**src/rtl/sws_pkg.sv**
```systemverilog
// Shared constants, types and codes for the sliding window statistics unit.
// No dependencies; every other file refers to it by scoped names.
`default_nettype none
package sws_pkg;
    localparam int WINDOW       = 16;
    localparam int SAMPLE_BITS  = 16;
    localparam int CMD_BITS     = 2;
    localparam int IDX_BITS     = 4;
    localparam int CNT_BITS     = 5;
    localparam int SUM_BITS     = 20;
    localparam int NUM_BITS     = 24;
    localparam int MEAN_BITS    = 20;
    localparam int MED_BITS     = 17;
    localparam int DIV_STEPS    = 6;
    localparam int DIV_CYCLES   = NUM_BITS / DIV_STEPS;
    localparam int DIV_CNT_BITS = 2;
    localparam int REM_BITS     = CNT_BITS + 1;

    typedef logic signed [SAMPLE_BITS-1:0] t_sample;

    typedef enum logic [CMD_BITS-1:0] {
        CMD_PUSH  = 2'd0,
        CMD_CLEAR = 2'd1,
        CMD_QUERY = 2'd2,
        CMD_SPARE = 2'd3
    } t_cmd;

    // One cell's view of a neighbor in the sorted chain.
    typedef struct packed {
        logic    valid;
        t_sample value;
    } t_cell_link;

    // Operation broadcast to every sorted cell.
    typedef struct packed {
        logic    clear;
        logic    del;
        logic    ins;
        t_sample key;
    } t_sort_op;
endpackage
`default_nettype wire

```
**src/rtl/sws_if.sv**
```systemverilog
// Valid/ready channel interfaces for the input and result beats.
// Depends on sws_pkg.
`default_nettype none
interface sws_in_if;
    logic                             valid;
    logic                             ready;
    logic [sws_pkg::CMD_BITS-1:0]     cmd;
    logic signed [sws_pkg::SAMPLE_BITS-1:0] sample;
    logic [sws_pkg::IDX_BITS-1:0]     age_index;
    modport source (output valid, cmd, sample, age_index, input ready);
    modport sink   (input valid, cmd, sample, age_index, output ready);
endinterface

interface sws_out_if;
    logic                                   valid;
    logic                                   ready;
    logic [sws_pkg::CNT_BITS-1:0]           fill_count;
    logic                                   is_empty;
    logic signed [sws_pkg::SAMPLE_BITS-1:0] min_value;
    logic signed [sws_pkg::SAMPLE_BITS-1:0] max_value;
    logic signed [sws_pkg::MEAN_BITS-1:0]   mean_x16;
    logic signed [sws_pkg::MED_BITS-1:0]    median_x2;
    logic signed [sws_pkg::SAMPLE_BITS-1:0] aged_value;
    logic                                   aged_valid;
    modport source (output valid, fill_count, is_empty, min_value, max_value, mean_x16,
                    median_x2, aged_value, aged_valid, input ready);
    modport sink   (input valid, fill_count, is_empty, min_value, max_value, mean_x16,
                    median_x2, aged_value, aged_valid, output ready);
endinterface
`default_nettype wire

```
**src/rtl/sliding_window_statistics_unit.sv**
```systemverilog
// Top level of the sliding window statistics unit: sorted chain, age chain,
// mean divider and result register. Depends on sws_pkg, sws_if, sws_sort_cell,
// sws_age_cell and sws_div.
//
//   channel | dir | beat contents
//   i_in    | in  | cmd, sample, age_index
//   o_out   | out | fill_count, is_empty, min/max, mean_x16, median_x2, aged value/valid
//
// One item at a time. Query or clear: accept, start the mean divider, wait for it,
// then load the result register; push first adds a sorted-chain insert step, and
// a delete step before that once full. The mean divider takes 6 quotient bits per cycle.
// Synchronous active-low reset empties the sorted chain and the count; the age chain is not reset.
// A result waiting on a stalled o_out holds the finished item; the next beat is
// taken as soon as the result register is loaded.
`default_nettype none
module sliding_window_statistics_unit (
    input  wire logic  i_clk,
    input  wire logic  i_rst_n,
    sws_in_if.sink     i_in,
    sws_out_if.source  o_out
);
    typedef enum logic [5:0] {
        ST_IDLE  = 6'b000001,
        ST_DEL   = 6'b000010,
        ST_INS   = 6'b000100,
        ST_START = 6'b001000,
        ST_WAIT  = 6'b010000,
        ST_DONE  = 6'b100000
    } t_state;

    localparam int W = sws_pkg::WINDOW;

    t_state r_state, n_state;

    logic [sws_pkg::CNT_BITS-1:0]  r_count;
    logic signed [sws_pkg::SUM_BITS-1:0] r_sum;
    sws_pkg::t_sample              r_sample;
    sws_pkg::t_sample              r_old;
    logic [sws_pkg::IDX_BITS-1:0]  r_age;
    logic                          r_neg;

    // result register
    logic                                   r_out_valid;
    logic [sws_pkg::CNT_BITS-1:0]           r_fill;
    logic                                   r_empty;
    sws_pkg::t_sample                       r_min, r_max, r_aged;
    logic signed [sws_pkg::MEAN_BITS-1:0]   r_mean;
    logic signed [sws_pkg::MED_BITS-1:0]    r_med;
    logic                                   r_aged_ok;

    logic accept, is_push, is_clear, full;
    assign accept   = i_in.valid && i_in.ready;
    assign i_in.ready = (r_state == ST_IDLE);
    assign is_push  = (i_in.cmd == sws_pkg::CMD_PUSH);
    assign is_clear = (i_in.cmd == sws_pkg::CMD_CLEAR);
    assign full     = (r_count == sws_pkg::CNT_BITS'(W));

    // ---------------- age chain ----------------
    sws_pkg::t_sample age_val [W];
    sws_pkg::t_sample age_tap [W];
    logic             age_shift;
    assign age_shift = accept && is_push;

    for (genvar g = 0; g < W; g++) begin : g_age
        sws_age_cell u_age (
            .i_clk   (i_clk),
            .i_shift (age_shift),
            .i_prev  ((g == 0) ? sws_pkg::t_sample'(i_in.sample) : age_val[(g == 0) ? 0 : g-1]),
            .i_sel   (r_age == sws_pkg::IDX_BITS'(g)),
            .o_value (age_val[g]),
            .o_tap   (age_tap[g])
        );
    end

    // ---------------- sorted chain ----------------
    sws_pkg::t_cell_link srt [W];
    sws_pkg::t_sort_op   op;
    sws_pkg::t_cell_link head_link, tail_link;
    logic [W-1:0]        srt_valid;

    assign op.clear = accept && is_clear;
    assign op.del   = (r_state == ST_DEL);
    assign op.ins   = (r_state == ST_INS);
    assign op.key   = (r_state == ST_DEL) ? r_old : r_sample;

    // below the head sits a valid most-negative value, so an insert can land at cell 0
    assign head_link.valid = 1'b1;
    assign head_link.value = {1'b1, {(sws_pkg::SAMPLE_BITS-1){1'b0}}};
    assign tail_link.valid = 1'b0;
    assign tail_link.value = '0;

    for (genvar g = 0; g < W; g++) begin : g_sort
        sws_sort_cell u_cell (
            .i_clk   (i_clk),
            .i_rst_n (i_rst_n),
            .i_op    (op),
            .i_prev  ((g == 0) ? head_link : srt[(g == 0) ? 0 : g-1]),
            .i_next  ((g == W-1) ? tail_link : srt[(g == W-1) ? W-1 : g+1]),
            .o_link  (srt[g])
        );
        assign srt_valid[g] = srt[g].valid;
    end

    // ---------------- mean divider ----------------
    logic signed [sws_pkg::NUM_BITS-1:0] num_s;
    logic [sws_pkg::NUM_BITS-1:0]        num_mag;
    logic [sws_pkg::NUM_BITS-1:0]        quot;
    logic                                div_done;

    assign num_s   = {r_sum, 4'b0000};
    // floor for negatives: -ceil(|a| / n)
    assign num_mag = num_s[sws_pkg::NUM_BITS-1] ?
                     (-num_s) + sws_pkg::NUM_BITS'(r_count) - 1'b1 : num_s;

    sws_div u_div (
        .i_clk   (i_clk),
        .i_rst_n (i_rst_n),
        .i_start (r_state == ST_START),
        .i_num   (num_mag),
        .i_den   (r_count),
        .o_done  (div_done),
        .o_quot  (quot)
    );

    // ---------------- statistics from the chains ----------------
    logic [sws_pkg::CNT_BITS-1:0] idx_max, idx_lo, idx_hi;
    sws_pkg::t_sample             v_max, v_lo, v_hi, v_aged;
    logic signed [sws_pkg::MED_BITS-1:0] med_sum;
    logic [sws_pkg::NUM_BITS-1:0]        mean_full;
    logic                                empty, aged_ok;

    assign empty   = (r_count == '0);
    assign idx_max = r_count - 1'b1;
    assign idx_lo  = idx_max >> 1;
    assign idx_hi  = r_count >> 1;
    assign aged_ok = ({1'b0, r_age} < r_count);

    always_comb begin
        v_max  = '0;
        v_lo   = '0;
        v_hi   = '0;
        v_aged = '0;
        for (int i = 0; i < W; i++) begin
            if (idx_max == sws_pkg::CNT_BITS'(i)) v_max = v_max | srt[i].value;
            if (idx_lo  == sws_pkg::CNT_BITS'(i)) v_lo  = v_lo  | srt[i].value;
            if (idx_hi  == sws_pkg::CNT_BITS'(i)) v_hi  = v_hi  | srt[i].value;
            v_aged = v_aged | age_tap[i];
        end
    end

    assign med_sum   = sws_pkg::MED_BITS'(v_lo) + sws_pkg::MED_BITS'(v_hi);
    assign mean_full = r_neg ? -quot : quot;

    // ---------------- control ----------------
    logic out_free;
    assign out_free = !r_out_valid || o_out.ready;

    always_comb begin
        n_state = r_state;
        case (r_state)
            ST_IDLE: begin
                if (accept) begin
                    if (is_push) n_state = full ? ST_DEL : ST_INS;
                    else         n_state = ST_START;
                end
            end
            ST_DEL:   n_state = ST_INS;
            ST_INS:   n_state = ST_START;
            ST_START: n_state = ST_WAIT;
            ST_WAIT:  if (div_done) n_state = ST_DONE;
            ST_DONE:  if (out_free) n_state = ST_IDLE;
            default:  n_state = ST_IDLE;
        endcase
    end

    always_ff @(posedge i_clk) begin
        if (!i_rst_n) begin
            r_state     <= ST_IDLE;
            r_count     <= '0;
            r_sum       <= '0;
            r_out_valid <= 1'b0;
        end else begin
            r_state <= n_state;
            if (accept) begin
                if (is_push) begin
                    if (!full) r_count <= r_count + 1'b1;
                    r_sum <= r_sum + sws_pkg::SUM_BITS'(i_in.sample)
                           - (full ? sws_pkg::SUM_BITS'(age_val[W-1]) : '0);
                end else if (is_clear) begin
                    r_count <= '0;
                    r_sum   <= '0;
                end
            end
            if ((r_state == ST_DONE) && out_free) r_out_valid <= 1'b1;
            else if (o_out.valid && o_out.ready) r_out_valid <= 1'b0;
        end
        if (accept) begin
            r_sample <= i_in.sample;
            r_old    <= age_val[W-1];
            r_age    <= i_in.age_index;
        end
        if (r_state == ST_START) r_neg <= r_sum[sws_pkg::SUM_BITS-1];
        if ((r_state == ST_DONE) && out_free) begin
            r_fill    <= r_count;
            r_empty   <= empty;
            r_min     <= empty ? '0 : srt[0].value;
            r_max     <= empty ? '0 : v_max;
            r_mean    <= empty ? '0 : mean_full[sws_pkg::MEAN_BITS-1:0];
            r_med     <= empty ? '0 : med_sum;
            r_aged    <= aged_ok ? v_aged : '0;
            r_aged_ok <= aged_ok;
        end
    end

    assign o_out.valid      = r_out_valid;
    assign o_out.fill_count = r_fill;
    assign o_out.is_empty   = r_empty;
    assign o_out.min_value  = r_min;
    assign o_out.max_value  = r_max;
    assign o_out.mean_x16   = r_mean;
    assign o_out.median_x2  = r_med;
    assign o_out.aged_value = r_aged;
    assign o_out.aged_valid = r_aged_ok;

    // ---------------- assertions ----------------
    a_count_range: assert property (@(posedge i_clk) disable iff (!i_rst_n)
        r_count <= sws_pkg::CNT_BITS'(W))
        else $error("fill count above window");

    a_chain_count: assert property (@(posedge i_clk) disable iff (!i_rst_n)
        (r_state == ST_START) |-> ($countones(srt_valid) == int'(r_count)))
        else $error("sorted chain occupancy differs from fill count");

    a_busy_after_accept: assert property (@(posedge i_clk) disable iff (!i_rst_n)
        accept |=> (r_state != ST_IDLE))
        else $error("accepted beat did not start work");

    a_min_max: assert property (@(posedge i_clk) disable iff (!i_rst_n)
        (o_out.valid && !o_out.is_empty) |-> (o_out.min_value <= o_out.max_value))
        else $error("minimum above maximum");
endmodule
`default_nettype wire

```
**src/rtl/sws_sort_cell.sv**
```systemverilog
// One cell of the sorted chain: ascending order, invalid cells sit on top.
// Depends on sws_pkg.
`default_nettype none
module sws_sort_cell (
    input  wire logic                i_clk,
    input  wire logic                i_rst_n,
    input  wire sws_pkg::t_sort_op   i_op,
    input  wire sws_pkg::t_cell_link i_prev,
    input  wire sws_pkg::t_cell_link i_next,
    output sws_pkg::t_cell_link      o_link
);
    logic             r_valid;
    sws_pkg::t_sample r_value;
    logic             n_valid;
    sws_pkg::t_sample n_value;

    always_comb begin
        n_valid = r_valid;
        n_value = r_value;
        if (i_op.clear) begin
            n_valid = 1'b0;
        end else if (i_op.del) begin
            // everything at or above the removed key slides down one place
            if (r_valid && (r_value >= i_op.key)) begin
                n_valid = i_next.valid;
                n_value = i_next.value;
            end
        end else if (i_op.ins) begin
            if (r_valid || i_prev.valid) begin
                if (!r_valid || (r_value > i_op.key)) begin
                    n_valid = 1'b1;
                    n_value = (i_prev.valid && (i_prev.value > i_op.key)) ?
                              i_prev.value : i_op.key;
                end
            end
        end
    end

    always_ff @(posedge i_clk) begin
        if (!i_rst_n) begin
            r_valid <= 1'b0;
        end else begin
            r_valid <= n_valid;
        end
        r_value <= n_value;
    end

    assign o_link.valid = r_valid;
    assign o_link.value = r_value;
endmodule
`default_nettype wire

```
**src/rtl/sws_age_cell.sv**
```systemverilog
// One cell of the age chain, newest at the head; gives its sample when selected.
// Depends on sws_pkg.
`default_nettype none
module sws_age_cell (
    input  wire logic             i_clk,
    input  wire logic             i_shift,
    input  wire sws_pkg::t_sample i_prev,
    input  wire logic             i_sel,
    output sws_pkg::t_sample      o_value,
    output sws_pkg::t_sample      o_tap
);
    sws_pkg::t_sample r_value;

    always_ff @(posedge i_clk) begin
        if (i_shift) begin
            r_value <= i_prev;
        end
    end

    assign o_value = r_value;
    assign o_tap   = i_sel ? r_value : '0;
endmodule
`default_nettype wire

```
**src/rtl/sws_div.sv**
```systemverilog
// Unsigned restoring divider, several quotient bits per cycle.
// Depends on sws_pkg.
`default_nettype none
module sws_div (
    input  wire logic                          i_clk,
    input  wire logic                          i_rst_n,
    input  wire logic                          i_start,
    input  wire logic [sws_pkg::NUM_BITS-1:0]  i_num,
    input  wire logic [sws_pkg::CNT_BITS-1:0]  i_den,
    output logic                               o_done,
    output logic [sws_pkg::NUM_BITS-1:0]       o_quot
);
    logic                              r_busy;
    logic                              r_done;
    logic [sws_pkg::DIV_CNT_BITS-1:0]  r_cnt;
    logic [sws_pkg::REM_BITS-1:0]      r_rem;
    logic [sws_pkg::NUM_BITS-1:0]      r_quo;
    logic [sws_pkg::CNT_BITS-1:0]      r_den;
    logic [sws_pkg::REM_BITS-1:0]      n_rem;
    logic [sws_pkg::NUM_BITS-1:0]      n_quo;

    always_comb begin
        n_rem = r_rem;
        n_quo = r_quo;
        for (int k = 0; k < sws_pkg::DIV_STEPS; k++) begin
            n_rem = {n_rem[sws_pkg::REM_BITS-2:0], n_quo[sws_pkg::NUM_BITS-1]};
            n_quo = {n_quo[sws_pkg::NUM_BITS-2:0], 1'b0};
            if (n_rem >= {1'b0, r_den}) begin
                n_rem    = n_rem - {1'b0, r_den};
                n_quo[0] = 1'b1;
            end
        end
    end

    always_ff @(posedge i_clk) begin
        if (!i_rst_n) begin
            r_busy <= 1'b0;
            r_done <= 1'b0;
            r_cnt  <= '0;
        end else begin
            r_done <= !i_start && r_busy &&
                      (r_cnt == sws_pkg::DIV_CNT_BITS'(sws_pkg::DIV_CYCLES - 1));
            if (i_start) begin
                r_busy <= 1'b1;
                r_cnt  <= '0;
            end else if (r_busy) begin
                r_cnt <= r_cnt + 1'b1;
                if (r_cnt == sws_pkg::DIV_CNT_BITS'(sws_pkg::DIV_CYCLES - 1)) begin
                    r_busy <= 1'b0;
                end
            end
        end
        if (i_start) begin
            r_rem <= '0;
            r_quo <= i_num;
            r_den <= i_den;
        end else if (r_busy) begin
            r_rem <= n_rem;
            r_quo <= n_quo;
        end
    end

    assign o_done = r_done;
    assign o_quot = r_quo;
endmodule
`default_nettype wire

```
**src/flat_wrapper.sv**
```systemverilog
// flat-port wrapper written by rule: the top's interface ports become plain ports
module sliding_window_statistics_unit_flat 
  (i_clk, i_rst_n, i_in_valid, i_in_cmd, i_in_sample, i_in_age_index, i_in_ready, o_out_valid, o_out_fill_count, o_out_is_empty, o_out_min_value, o_out_max_value, o_out_mean_x16, o_out_median_x2, o_out_aged_value, o_out_aged_valid, o_out_ready);
  sws_in_if i_in_i ();
  sws_out_if o_out_i ();
  input  wire logic i_clk;
  input  wire logic i_rst_n;
  input wire logic [$bits(i_in_i.valid)-1:0] i_in_valid;
  input wire logic [$bits(i_in_i.cmd)-1:0] i_in_cmd;
  input wire logic [$bits(i_in_i.sample)-1:0] i_in_sample;
  input wire logic [$bits(i_in_i.age_index)-1:0] i_in_age_index;
  output wire logic [$bits(i_in_i.ready)-1:0] i_in_ready;
  output wire logic [$bits(o_out_i.valid)-1:0] o_out_valid;
  output wire logic [$bits(o_out_i.fill_count)-1:0] o_out_fill_count;
  output wire logic [$bits(o_out_i.is_empty)-1:0] o_out_is_empty;
  output wire logic [$bits(o_out_i.min_value)-1:0] o_out_min_value;
  output wire logic [$bits(o_out_i.max_value)-1:0] o_out_max_value;
  output wire logic [$bits(o_out_i.mean_x16)-1:0] o_out_mean_x16;
  output wire logic [$bits(o_out_i.median_x2)-1:0] o_out_median_x2;
  output wire logic [$bits(o_out_i.aged_value)-1:0] o_out_aged_value;
  output wire logic [$bits(o_out_i.aged_valid)-1:0] o_out_aged_valid;
  input wire logic [$bits(o_out_i.ready)-1:0] o_out_ready;
  assign i_in_i.valid = i_in_valid;
  assign i_in_i.cmd = i_in_cmd;
  assign i_in_i.sample = i_in_sample;
  assign i_in_i.age_index = i_in_age_index;
  assign i_in_ready = i_in_i.ready;
  assign o_out_valid = o_out_i.valid;
  assign o_out_fill_count = o_out_i.fill_count;
  assign o_out_is_empty = o_out_i.is_empty;
  assign o_out_min_value = o_out_i.min_value;
  assign o_out_max_value = o_out_i.max_value;
  assign o_out_mean_x16 = o_out_i.mean_x16;
  assign o_out_median_x2 = o_out_i.median_x2;
  assign o_out_aged_value = o_out_i.aged_value;
  assign o_out_aged_valid = o_out_i.aged_valid;
  assign o_out_i.ready = o_out_ready;
  sliding_window_statistics_unit u_core (.i_clk(i_clk), .i_rst_n(i_rst_n), .i_in(i_in_i), .o_out(o_out_i));
endmodule
```
**config.mk**
```make
export PLATFORM = sky130hd
export DESIGN_NAME = sliding_window_statistics_unit_flat
export DESIGN_NICKNAME = d
export VERILOG_FILES = /design/src/rtl/sws_pkg.sv /design/src/rtl/sws_if.sv /design/src/rtl/sliding_window_statistics_unit.sv /design/src/rtl/sws_sort_cell.sv /design/src/rtl/sws_age_cell.sv /design/src/rtl/sws_div.sv /design/src/flat_wrapper.sv
export SDC_FILE = /design/constraint.sdc
export NUM_CORES = 2
export LEC_CHECK = 0
export BUFFER_PORTS_ARGS = -buffer_cell sky130_fd_sc_hd__buf_2
export CAP_MARGIN = 40
export CORE_MARGIN = 1
export CORE_UTILIZATION = 33
export DETAILED_ROUTE_END_ITERATION = 10
export SYNTH_ARGS = -nofsm -noshare
export SYNTH_HDL_FRONTEND = slang
export SYNTH_SLANG_ARGS = --single-unit
```
**constraint.sdc**
```tcl
create_clock -name i_clk -period 13.1 [get_ports i_clk]
set_input_delay 1.965 -clock i_clk [delete_from_list [all_inputs] [get_ports i_clk]]
set_output_delay 1.965 -clock i_clk [all_outputs]
set_load 0.01 [all_outputs]
```
==> flow_metrics.py <==
metrics = {
    "global_route": {
        "grt_max_degree": 184,
        "grtUsageTotal": 0.2598,
        "grt_pass1_wl_um": 259200,
        "grtUsageMet2": 0.3893,
        "grt_use_met1": 0.3427,
        "grt_pass1_vias": 36094,
        "grt-busiest-layer": "met2",
        "antenna_found_initial": 10,
        "use_met3": 0.06597,
        "grt_remaining_overflow": 0,
    },
    "synthesis": {
        "synth_area_um2": 44490,
        "ys_ff_latch": 727,
        "synth_cell_type_count": 76,
        "synth_seq_area_share": 0.4778,
        "synth_edf_count": 670,
        "syn_nets": 4512,
        "syn-instance-count": 4126,
        "avgSynthCellArea_um2": 10.78,
        "ys.warnings.count": 0,
        "synthArstFlopShare": 0,
        "synthFlopType": "edfxtp_1",
    },
    "cells_and_area": {
        "final_cell_mix": "edfxtp_1 (670), nand2_1 (412), ha_1 (334)",
        "areaGrowthSynthToFinish_pct": 15.13,
        "regArea_um2": 21260,
        "n_antenna_cell": 0,
        "fillers": 12957,
        "nets": 4640,
        "drive_gt1_frac": 0.1140,
        "multi_input_area_um2": 22100,
        "final_common_cell": "edfxtp_1",
    },
    "power": {
        "power_uw": 10500,
        "p_int_uw": 6428,
        "clkPwrFrac": 0.246,
        "comb_power_share": 0.467,
        "p_switching_uw": 4070,
        "p_leak_uw": 0.01859,
        "p_sw_frac": 0.3877,
        "power_density_nw_per_um2": 205.0,
        "p_seq_frac": 0.287,
        "peakVddDrop_v": 0.0005738,
    },
    "floorplanning": {
        "dieHeight_um": 369.2,
        "die_x_um": 369.2,
        "initial_core_util": 0.3330,
        "io_pins": 120,
        "core_um2": 133600,
        "rows": 134,
        "die_area_um2": 136300,
    },
    "worst_setup_path": {
        "arrival_ns": 12.27,
        "r2r_setup_slack_ns": 1.27,
        "crit_type": "reg -> reg",
        "slowest_delay_ns": 0.61,
        "path_max_fanout": 8,
        "crit_slowest_cell": "edfxtp_1",
        "end_kind": "flop",
        "cp.required_ns": 13.55,
        "timing.rr.end": "u_core.u_div.o_quot[0]",
        "r2r-start": "u_core.u_div.r_den[1]",
        "worstRegToRegCells": 47,
        "cp_top_family": "compound AO/OA/AOI/OAI gates",
        "critPathBufInv": 4,
        "startpoint_type": "flop",
        "cpMostUsedCell": "a21oi_1",
    },
    "cts": {
        "cts_inserted_buffers": 85,
        "clockRootBuffer": "clkbuf_16",
        "clk_pin_slew_worst_paths_ns": 0.07,
        "cts_max_level": 3,
        "postCtsSetupBuffers": 0,
        "clk_latency_ns": 0.76,
        "cts.sinks": 727,
        "clk_path_buf_depth": 3,
        "hold_buffers": 0,
        "cts.repair.resized": 0,
        "cts_tree": "built",
    },
    "route": {
        "drc": 17,
        "ant_nets": 0,
        "initialDrtViolationCount": 5426,
        "routed_via_density": 6.249,
        "wirelength_um": 181800,
        "drt_pre_antenna_iters": 11,
        "num_vias": 38075,
        "routedWlPerCell_um": 29.84,
    },
    "place": {
        "dp_hpwl_um": 129100,
        "place.gp.congestion": 1.031,
        "port_buffers": 119,
    },
    "timing": {
        "period_needed_ns": 11.83,
        "skew_ns": 0.08656,
        "setup_viol": 0,
        "fmax_mhz": 84.56,
        "rsz0062_at_grt": "false",
        "hold_viol": 0,
        "drv_slew": 0,
        "worstMarginPinSlew_ns": 1.007,
        "fin_crit_sh": 0.9027,
        "setup_tns_ns": 0,
        "maxSlewHeadroom": 0.3284,
    },
    "run_status": {
        "violations": "design-rule violations",
        "status": "finished, violations left",
    },
    "worst_hold_path": {
        "worstHoldStart": "u_core.g_age[13].u_age.o_value[11]",
        "whs_endpoint": "u_core.g_age[14].u_age.o_value[11]",
        "whs_path_depth": 0,
        "hold_class": "reg -> reg",
    },
    "job": {
        "cap_violations": 0,
    },
}
synthesized netlist by cell type, types with 13 or more instances:
master / number / area, um^2
clkbuf_1: 214 / 803.3
edfxtp_1: 670 / 20120
nand4_1: 108 / 675.7
buf_1: 16 / 60.06
nor4_1: 13 / 81.33
xor2_1: 26 / 227.7
a222oi_1: 16 / 160.2
o31ai_1: 21 / 157.7
nand3_1: 150 / 750.7
a31oi_1: 28 / 175.2
a21boi_0: 23 / 172.7
o21ai_0: 252 / 1261
and3_1: 49 / 306.5
fa_1: 26 / 520.5
mux2i_1: 146 / 1461
nand3b_1: 15 / 112.6
inv_1: 162 / 608.1
nand4b_1: 16 / 140.1
a21oi_1: 121 / 605.6
nor2_1: 161 / 604.3
o211ai_1: 96 / 720.7
a22o_1: 181 / 1585
a221oi_1: 181 / 1585
o21a_1: 75 / 563.0
nand2_1: 412 / 1546
xnor2_1: 58 / 508.0
dfxtp_1: 57 / 1141
ha_1: 334 / 4179
a211oi_1: 16 / 120.1
nor2b_1: 74 / 462.9
a21o_1: 63 / 473.0
nor3_1: 35 / 175.2
nand2b_1: 37 / 231.5
a22oi_1: 128 / 960.9
metrics by stage:
step / hold WS, ns / worst slack (ns) / utilization / instance area [um^2] / instances
after floorplan: 0.4064 / 1.796 / - / 44490 / 4126
after global placement: 0.4289 / 1.327 / 0.3567 / 47670 / 5897
after detailed placement: 0.4333 / 1.269 / 0.3608 / 48220 / 5935
after CTS: 0.4294 / 1.238 / 0.3833 / 51220 / 6093
after global routing: 0.4196 / 0.2766 / 0.3833 / 51220 / 6093
final: 0.4271 / 1.274 / 0.3833 / 51220 / 6093
power groups by stage:
stage / Combinational (uW) / Sequential, uW / Clock [uW]
floorplan: 3700 / 2990 / 0
global placement: 4750 / 3050 / 0
detailed placement: 4820 / 3050 / 0
CTS: 4860 / 3000 / 2610
global route: 5400 / 3020 / 2690
finish: 4910 / 3010 / 2580
worst reg2reg max path: cells and delay by family, from the launching register on:
family	cells	cell delay (ns)
adders and majority gates	6	2.44
DFF	1	0.61
and+or+nand+nor	14	2.54
buffers and inverters	4	0.62
muxes	4	1.57
AOI/OAI and AO/OA	19	3.81
routing by layer:
layer	routed length, um	part of all wire
met5	56	0.00031
met1	74290	0.41
met4	11120	0.061
met2	77970	0.43
met3	18400	0.10
state kept, by name, summed over array words and instances, names as in the netlist, 17 cells and up:
name                          flops
u_core.o_out.mean_x16            20
u_core.o_out.median_x2           17
u_core.g_age.u_age.o_value      256
u_core.g_sort.u_cell.r_value    256
u_core.u_div.o_quot              24
u_core.r_sum                     20
cells by family (layout without fill, tap and decap cells):
kind of cell | after synthesis | after routing | synth area share
AOI/OAI and AO/OA | 1277 | 1277 | 0.2075
xor gates and xnor gates | 84 | 84 | 0.01654
adders and majority gates | 360 | 360 | 0.1056
buffers and inverters | 394 | 593 | 0.03329
DFF | 727 | 727 | 0.4778
muxes | 154 | 154 | 0.03495
and+or+nand+nor | 1130 | 1130 | 0.1243
final cells by class:
cell class,instances,share of cell area
clock buffers,104,0.04372
clock inverters,54,0.01500
inverters,162,0.01187
multi-input cells,3005,0.4314
flip-flops and latches,727,0.4150
well taps,1768,0.04319
repair buffers,273,0.03979
worst max-delay path by stage:
| stage | start | endpoint | cells after the start |
|---|---|---|---|
| 3_3_place_gp | u_core.u_div.r_den[1] | u_core.u_div.o_quot[0] | 47 |
| 4_1_cts | u_core.u_div.r_den[1] | u_core.u_div.o_quot[0] | 47 |
| 3_5_place_dp | u_core.u_div.r_den[1] | u_core.u_div.o_quot[0] | 47 |
| 6_report | u_core.u_div.r_den[1] | u_core.u_div.o_quot[0] | 47 |
| 2_1_floorplan | i_in_valid | u_core.r_sum[18] | 7 |
| 5_1_grt | u_core.u_div.r_den[1] | u_core.u_div.r_rem[4] | 49 |
(Power assumes the default switching activity.)
